<file path="src/rtl/mavg_pkg.sv">
package mavg_pkg;

  // Configuration register map
  localparam int CFG_INDEX_W = 1;
  localparam int CFG_DATA_W  = 7;

  localparam logic [CFG_INDEX_W-1:0] CFG_WINDOW_LENGTH = 1'b0;
  localparam logic [CFG_INDEX_W-1:0] CFG_SIGNED_MODE   = 1'b1;

  localparam logic [CFG_DATA_W-1:0] WINDOW_LENGTH_RESET = 7'd50;

  // Top-level sequencer
  typedef enum logic [3:0] {
    S_IDLE = 4'b0001,
    S_READ = 4'b0010,
    S_DIV  = 4'b0100,
    S_EMIT = 4'b1000
  } seq_state_t;

  // Serial divider
  typedef enum logic [2:0] {
    D_IDLE = 3'b001,
    D_RUN  = 3'b010,
    D_FIX  = 3'b100
  } div_state_t;

  // Window store requests
  typedef struct packed {
    logic clr;
    logic rd;
    logic wr;
  } win_req_t;

endpackage

</file>
<file path="src/rtl/mavg_div.sv">
module mavg_div
  import mavg_pkg::*;
#(
  parameter int W  = 24,
  parameter int DW = 8
) (
  input  logic          clk,
  input  logic          rst,
  input  logic          start,
  input  logic          signed_mode,
  input  logic [W-1:0]  dividend,
  input  logic [DW-1:0] divisor,
  output logic          done,
  output logic [W-1:0]  quotient
);

  localparam int CW = $clog2(W + 1);

  div_state_t    state;
  logic [CW-1:0] cnt;
  logic          neg;
  logic [DW-1:0] rem;
  logic [DW:0]   trial;
  logic [DW:0]   diff;
  logic          ge;
  logic          neg_in;

  // restoring step: one quotient bit per cycle, MSB first
  assign trial  = {rem, quotient[W-1]};
  assign diff   = trial - {1'b0, divisor};
  assign ge     = (trial >= {1'b0, divisor});
  assign neg_in = signed_mode & dividend[W-1];

  always_ff @(posedge clk) begin
    if (rst) begin
      state <= D_IDLE;
      done  <= 1'b0;
      cnt   <= '0;
    end else begin
      done <= 1'b0;
      unique case (state)
        D_IDLE: begin
          if (start) begin
            state <= D_RUN;
            cnt   <= CW'(W);
          end
        end
        D_RUN: begin
          cnt <= cnt - 1'b1;
          if (cnt == CW'(1)) state <= D_FIX;
        end
        D_FIX: begin
          state <= D_IDLE;
          done  <= 1'b1;
        end
        default: state <= D_IDLE;
      endcase
    end
  end

  // dividend shifts out at the top while quotient bits shift in at the bottom
  always_ff @(posedge clk) begin
    unique case (state)
      D_IDLE: begin
        if (start) begin
          neg      <= neg_in;
          quotient <= neg_in ? (~dividend + 1'b1) : dividend;
          rem      <= '0;
        end
      end
      D_RUN: begin
        rem      <= ge ? diff[DW-1:0] : trial[DW-1:0];
        quotient <= {quotient[W-2:0], ge};
      end
      D_FIX: begin
        if (neg) quotient <= ~quotient + 1'b1;
      end
      default: ;
    endcase
  end

`ifndef SYNTHESIS
  a_run_cnt: assert property (@(posedge clk) disable iff (rst)
    (state == D_RUN) |-> (cnt != '0))
    else $error("divider running with zero step count");

  a_done_after_fix: assert property (@(posedge clk) disable iff (rst)
    done |-> $past(state == D_FIX))
    else $error("divider done without sign fix step");

  a_start_to_run: assert property (@(posedge clk) disable iff (rst)
    (state == D_IDLE && start) |=> (state == D_RUN && cnt == CW'(W)))
    else $error("divider did not load step count");
`endif

endmodule

</file>
<file path="src/rtl/mavg_window.sv">
module mavg_window
  import mavg_pkg::*;
#(
  parameter int DEPTH = 64,
  parameter int W     = 24
) (
  input  logic                       clk,
  input  logic                       rst,
  input  win_req_t                   req,
  input  logic [W-1:0]               wdata,
  input  logic [$clog2(DEPTH):0]     len,
  output logic [W-1:0]               old_sample
);

  localparam int AW    = $clog2(DEPTH);
  localparam int LEN_W = AW + 1;

  logic [W-1:0]     mem [DEPTH];
  logic [AW-1:0]    pos;
  logic             full;
  logic [W-1:0]     rd_data;
  logic             rd_full;
  logic [LEN_W-1:0] pos_inc;
  logic             wrap;

  // slots fill in order from zero after a clear, so one flag tells
  // whether the slot at pos has been written yet
  assign pos_inc    = {1'b0, pos} + 1'b1;
  assign wrap       = (pos_inc >= len);
  assign old_sample = rd_full ? rd_data : '0;

  always_ff @(posedge clk) begin
    if (rst || req.clr) begin
      pos  <= '0;
      full <= 1'b0;
    end else if (req.wr) begin
      pos <= wrap ? '0 : pos_inc[AW-1:0];
      if (wrap) full <= 1'b1;
    end
  end

  always_ff @(posedge clk) begin
    if (rst) begin
      rd_full <= 1'b0;
    end else if (req.rd) begin
      rd_full <= full;
    end
  end

  always_ff @(posedge clk) begin
    if (req.rd) rd_data <= mem[pos];
    if (req.wr) mem[pos] <= wdata;
  end

`ifndef SYNTHESIS
  a_pos_in_window: assert property (@(posedge clk) disable iff (rst)
    ({1'b0, pos} < len))
    else $error("write position outside window");

  a_full_on_wrap: assert property (@(posedge clk) disable iff (rst)
    (!full && $past(!full) && !$past(req.clr) && !$past(rst)) |-> (pos != '0 || !$past(req.wr)))
    else $error("window wrapped without setting full");

  a_rd_wr_apart: assert property (@(posedge clk) disable iff (rst)
    !(req.rd && req.wr))
    else $error("window read and write in the same cycle");
`endif

endmodule

</file>
<file path="src/rtl/moving_average_filter.sv">
// Recursive moving average over the last N samples.
//
// Sample channel: sample_valid / sample_stall / sample_bits. A transaction
// completes on a clock edge with sample_valid high and sample_stall low.
// Average channel: average_valid / average_stall / average_bits, same rule.
// Each sample transaction yields exactly one average transaction.
//
// Config: write_enable, reg_index, write_data. Index 0 is window_length
// (0 acts as 1, values above MAX_WINDOW saturate), index 1 is signed_mode.
// Any write clears the window and the running average; write only when idle.
//
// Timing: after the sample transaction the sample is read in, divided and then
// loaded into the output register; a new sample is taken only once the
// sequencer is back in idle, after that load. The rate is set by the two
// bit-serial dividers (x/N and oldest/N run side by side, one bit a cycle).
// The result sits in an output register: a stalled receiver does not keep
// the next sample out, only the following result waits for the register.
// Reset (sync, active high) gives N=50, unsigned, empty window, average 0.
module moving_average_filter
  import mavg_pkg::*;
#(
  parameter int MAX_WINDOW   = 64,
  parameter int SAMPLE_WIDTH = 24
) (
  input  logic                    clk,
  input  logic                    rst,
  input  logic                    sample_valid,
  output logic                    sample_stall,
  input  logic [SAMPLE_WIDTH-1:0] sample_bits,
  output logic                    average_valid,
  input  logic                    average_stall,
  output logic [SAMPLE_WIDTH-1:0] average_bits,
  input  logic                    write_enable,
  input  logic [CFG_INDEX_W-1:0]  reg_index,
  input  logic [CFG_DATA_W-1:0]   write_data
);

  localparam int W     = SAMPLE_WIDTH;
  localparam int LEN_W = $clog2(MAX_WINDOW) + 1;

  seq_state_t       state;
  logic [CFG_DATA_W-1:0] window_length;
  logic             signed_mode;
  logic [LEN_W-1:0] len;
  logic [W-1:0]     sample;
  logic [W-1:0]     avg;
  logic [W-1:0]     avg_next;
  logic [W-1:0]     old_sample;
  logic [W-1:0]     quot_new;
  logic [W-1:0]     quot_old;
  logic             done_new;
  logic             done_old;
  logic             in_take;
  logic             out_free;
  win_req_t         win_req;

  // effective window length
  always_comb begin
    if (window_length == '0) begin
      len = LEN_W'(1);
    end else if (32'(window_length) > MAX_WINDOW) begin
      len = LEN_W'(MAX_WINDOW);
    end else begin
      len = LEN_W'(window_length);
    end
  end

  assign sample_stall = (state != S_IDLE);
  assign in_take      = sample_valid && !sample_stall;
  assign out_free     = !average_valid || !average_stall;
  assign avg_next     = avg + quot_new - quot_old;

  // read the departing slot on acceptance, overwrite it in the following cycle
  assign win_req.clr = write_enable;
  assign win_req.rd  = in_take;
  assign win_req.wr  = (state == S_READ);

  // config registers
  always_ff @(posedge clk) begin
    if (rst) begin
      window_length <= WINDOW_LENGTH_RESET;
      signed_mode   <= 1'b0;
    end else if (write_enable) begin
      unique case (reg_index)
        CFG_WINDOW_LENGTH: window_length <= write_data;
        CFG_SIGNED_MODE:   signed_mode   <= write_data[0];
        default: ;
      endcase
    end
  end

  // sequencer, running average and output register
  always_ff @(posedge clk) begin
    if (rst) begin
      state         <= S_IDLE;
      avg           <= '0;
      average_valid <= 1'b0;
    end else begin
      unique case (state)
        S_IDLE: if (in_take) state <= S_READ;
        S_READ: state <= S_DIV;
        S_DIV: begin
          if (done_new) state <= S_EMIT;
        end
        S_EMIT: begin
          if (out_free) state <= S_IDLE;
        end
        default: state <= S_IDLE;
      endcase
      // any register write clears the average
      if (write_enable) begin
        avg <= '0;
      end else if (state == S_DIV && done_new) begin
        avg <= avg_next;
      end
      // load a fresh average, or drop valid once the receiver takes it
      if (state == S_EMIT && out_free) begin
        average_valid <= 1'b1;
      end else if (!average_stall) begin
        average_valid <= 1'b0;
      end
    end
  end

  always_ff @(posedge clk) begin
    if (in_take) sample <= sample_bits;
    if (state == S_EMIT && out_free) average_bits <= avg;
  end

  mavg_window #(
    .DEPTH (MAX_WINDOW),
    .W     (W)
  ) u_window (
    .clk        (clk),
    .rst        (rst),
    .req        (win_req),
    .wdata      (sample),
    .len        (len),
    .old_sample (old_sample)
  );

  mavg_div #(
    .W  (W),
    .DW (LEN_W)
  ) u_div_new (
    .clk         (clk),
    .rst         (rst),
    .start       (state == S_READ),
    .signed_mode (signed_mode),
    .dividend    (sample),
    .divisor     (len),
    .done        (done_new),
    .quotient    (quot_new)
  );

  mavg_div #(
    .W  (W),
    .DW (LEN_W)
  ) u_div_old (
    .clk         (clk),
    .rst         (rst),
    .start       (state == S_READ),
    .signed_mode (signed_mode),
    .dividend    (old_sample),
    .divisor     (len),
    .done        (done_old),
    .quotient    (quot_old)
  );

`ifndef SYNTHESIS
  a_div_lockstep: assert property (@(posedge clk) disable iff (rst)
    (done_new == done_old))
    else $error("dividers out of step");

  a_done_in_div: assert property (@(posedge clk) disable iff (rst)
    done_new |-> (state == S_DIV))
    else $error("divider finished outside divide phase");

  a_take_to_read: assert property (@(posedge clk) disable iff (rst)
    in_take |=> (state == S_READ))
    else $error("accepted sample did not start window access");

  a_emit_loads_out: assert property (@(posedge clk) disable iff (rst)
    (state == S_EMIT && out_free) |=> (average_valid && average_bits == $past(avg)))
    else $error("average not loaded into output register");
`endif

endmodule
</file>
<file path="config.mk">
export PLATFORM = sky130hd
export DESIGN_NAME = moving_average_filter
export DESIGN_NICKNAME = d
export VERILOG_FILES = /design/src/rtl/mavg_pkg.sv /design/src/rtl/mavg_div.sv /design/src/rtl/mavg_window.sv /design/src/rtl/moving_average_filter.sv
export SDC_FILE = /design/constraint.sdc
export NUM_CORES = 2
export LEC_CHECK = 0
export BUFFER_PORTS_ARGS = -buffer_cell sky130_fd_sc_hd__buf_4
export CAP_MARGIN = 0
export CELL_PAD_IN_SITES_DETAIL_PLACEMENT = 1
export CELL_PAD_IN_SITES_GLOBAL_PLACEMENT = 2
export CORE_MARGIN = 4
export CORE_UTILIZATION = 54
export CTS_BUF_LIST = sky130_fd_sc_hd__clkbuf_8
export DETAILED_ROUTE_END_ITERATION = 12
export PLACE_DENSITY = 0.85
export SLEW_MARGIN = 20
export SYNTH_ARGS = -nofsm -noshare
export SYNTH_HDL_FRONTEND = slang
export SYNTH_SLANG_ARGS = --single-unit
</file>
<file path="constraint.sdc">
create_clock -name clk -period 6.8 [get_ports clk]
set_input_delay 0.68 -clock clk [delete_from_list [all_inputs] [get_ports clk]]
set_output_delay 0.68 -clock clk [all_outputs]
set_load 0.05 [all_outputs]
</file>
==> results by stage <==
CTS:
- The number of buffers on the longest clock path is 4.
- The number of buffers created by CTS is about 300.
- The number of clock sinks is 1,734.
- The post-CTS setup buffer count is 0.
- The number of hold buffers added after CTS is 34.
- In this run the clock root is driven by a clkbuf_8.
- TritonCTS built the clock tree.
- The number of gates resized after cts is 0.
- The H-tree generated during clock tree synthesis spans 5 levels.
- The clock edge transition at the registers on the reported setup and hold paths is 60 ps.
- The later-pin clock latency in the skew report is 1050 ps.

Critical path:
- The kind of launch point of the worst setup path is a register.
- The type of element capturing the critical path is a register.
- Along the worst path, the maximum fanout reaches 21.
- Data on the critical path arrives at its endpoint at 5430 ps.
- By startpoint and endpoint, the worst setup path is classified as reg2reg.
- The required time of the critical path is 7520 ps.

Place:
- The pre-CTS worst setup slack is 2390 ps.
- During placement, the flow inserted port buffers numbering 62.
- Routability-driven placement finished with a final weighted congestion of 0.986.
- The placed wire-length estimate is 150 mm.

Final layout:
- From synthesis to final layout, the design area changed by 12.3%.
- Cells with a size suffix above 1 make up roughly a fifth of the layout.
- The number of filler instances in the final layout is 11,706.
- In the layout the commonest cells are 1,672 x edfxtp_1, 303 x clkbuf_8, 232 x buf_4.
- The final standard cell utilization of the core is 61.4%.
- Leaving out fill and tap cells, the most frequent cell in the layout is edfxtp_1.
- The net count reported at finish is between 4,000 and 5,000.

Yosys:
- The synthesized area divided by synthesized cell count is 16.2 um2.
- The most used flip-flop cell after synthesis is edfxtp_1.
- After synthesis, flip-flops and latches occupy ~72% of the total area.
- Counting flops and latches in the post-synthesis netlist gives roughly 1,700.
- The number of synthesized flops with an enable pin is 1,672.
- Counting flops with an async set or reset pin after synthesis yields a share of 0%.
- The synthesized netlist cell count is around 4,400.
- The top cell type by area accounts for 70.5% of the synthesized area.
- By area the synthesized netlist is led by edfxtp_1 71%, mux4_2 4.9%, mux2i_1 2.5%.
- The Yosys step of the flow raised 0 warnings.
- The cell area that synthesis handed to floorplanning was slightly above 0.07 mm2.
- Of all cell types, the one taking the most synthesized area is edfxtp_1.
- The number of different library cells in the post-synthesis netlist is 81.
- When the netlist entered floorplanning its net count stood at 4,512.

Timing:
- Adding up every negative setup slack in the final design gives 0 ps.
- The post-route fraction of the period consumed by the critical path is 69.3%.
- Subtracting the final worst setup slack from the clock period gives 4710 ps.
- The pin slew with the least headroom to its limit is 1350 ps.
- Timing would allow up to 212 MHz.
- The worst setup margin is about 2100 ps.
- Setup violations remaining at the end of the flow were counted as 0.
- The final hold violation count is 0.
- The worst hold margin is approximately 43 ps.
- Setup repair after global routing left no endpoint under its margin.
- For the final database, setup skew stands at 111 ps.
- The number of slew-limit violations in the final report is 0.
- The relative slew slack is under 10%.

Die:
- For this configuration, the core starts out at a cell density of roughly 55%.
- The core box area is 0.130 mm2.
- In this run the core area contains 132 standard-cell rows.
- For this design the top-level I/O count stands at 63.
- The floorplan step set the die height to 371 um.
- The die covers 0.138 mm2.
- The overall die width is 371 um.

Global routing:
- The number of antenna violations at the first check in global routing is 19.
- The wire length of the first global-routing pass is 345 mm.
- The total overflow left after global routing is 0.
- The global-route total usage across every layer is 35.6%.
- Entering global routing, the biggest net connects between 70 and 80 pins.
- The via count of the first global-routing pass is roughly 47,000.

Detailed routing:
- The number of nets still failing antenna checks after routing is 0.
- The length of the first detailed-routing pass in iterations is 8.
- The routed wirelength normalized by instance count is 36.7 um.
- The number of vias after detailed routing is around 46,000.
- The DRC violations left is 0.
- The number of vias per cell is 6.90.
- In this run, the number of DRC markers left after iteration 0 of detailed routing was 7,171.
- The total routed wirelength is 245 mm.

Pwr:
- The leakage power is 25.9 nW.
- Power comes to 21.2 mW.
- In this run the power density over the cells is approximately 270 mW/mm2.
- The largest vdd supply drop is between 200 and 300 uV.

Worst hold path:
- The worst hold path class is in2reg.

Run status:
- The run finished with clean final reports.

Flow run:
- Across the run, the number of max-cap violations was 0.
report_power, final:
group | internal (mW) | total [mW] | switching (mW)
Clock | 4.33 | 8.54 | 4.20
Combinational | 0.177 | 0.766 | 0.589
Sequential | 11.8 | 11.9 | 0.0675
Total | 16.3 | 21.2 | 4.86
critical path: stages, from the launching register on:
cell and delay (ps):
dfxtp_1 1090, or3b_2 860, nor2_1 390, a22oi_1 630, nand3_1 320, a211oi_1 910
nand3_1 180
layout make-up:
type | count | area, um2 | area share (%)
diodes | 17 | 42.5 | 0.0532
clock buffers | 303 | 4170 | 5.21
clock inverters | 198 | 941 | 1.18
inverters | 138 | 522 | 0.652
multi-input cells | 2274 | 18400 | 23.0
flip-flops and latches | 1734 | 51500 | 64.3
well taps | 1742 | 2180 | 2.73
repair buffers | 278 | 2300 | 2.88
cells in the mapped netlist (62+ instances only):
| cell type | count |
|---|---|
| a21oi_1 | 185 |
| a221oi_1 | 124 |
| a22oi_1 | 125 |
| buf_2 | 92 |
| clkbuf_1 | 114 |
| dfxtp_1 | 62 |
| edfxtp_1 | 1672 |
| inv_1 | 137 |
| mux2_2 | 82 |
| mux2i_1 | 177 |
| mux4_2 | 154 |
| nand2_1 | 196 |
| nor2_1 | 282 |
| o21ai_0 | 187 |
| xnor2_1 | 65 |
final timing paths:
| path | startpoint | endpoint | slack (ps) | cells past startpoint |
|---|---|---|---|---|
| max | u_window.pos[3] | u_window.rd_data[5] | 2090 | 6 |
| min | sample_valid | state[0] | 40 | 4 |
| max reg2reg | u_window.pos[3] | u_window.rd_data[5] | 2090 | 6 |
| min reg2reg | avg[21] | average_bits[21] | 430 | 0 |
cells by family (layout without fill, tap and decap cells):
group,after synthesis,after routing,synth area share (%)
compound gates,937,937,8.98
xor+xnor,96,96,1.18
fa+ha+maj,79,79,1.65
buf+inv,388,917,2.37
flops,1734,1734,72.2
mux,413,413,8.65
other cells,0,17,0
simple gates,749,749,4.92
metrics by stage:
stage,std cells,cell area (um2)
finish,6684,80000
global route,6673,79900
CTS,6666,79900
detailed placement,6131,74500
global placement,6129,74400
floorplan,4396,71200
registers in the layout, summed over array words and instances (netlist names), 24 cells and up:
signal              cells
average_bits           24
avg                    24
sample                 24
u_div_new.quotient     24
u_div_old.quotient     24
u_window.mem         1536
u_window.rd_data       24
metal layers:
| layer | up-vias | global-route usage [%] | share of wire [%] |
|---|---|---|---|
| met2 | 3589 | 54.4 | 46 |
| met4 | 6 | 22.7 | 7.6 |
| met5 | - | 0 | 0.032 |
| met1 | 23384 | 44.6 | 34 |
| met3 | 930 | 10.7 | 12 |
| li1 | 18184 | - | - |
(Power assumes the default switching activity.)
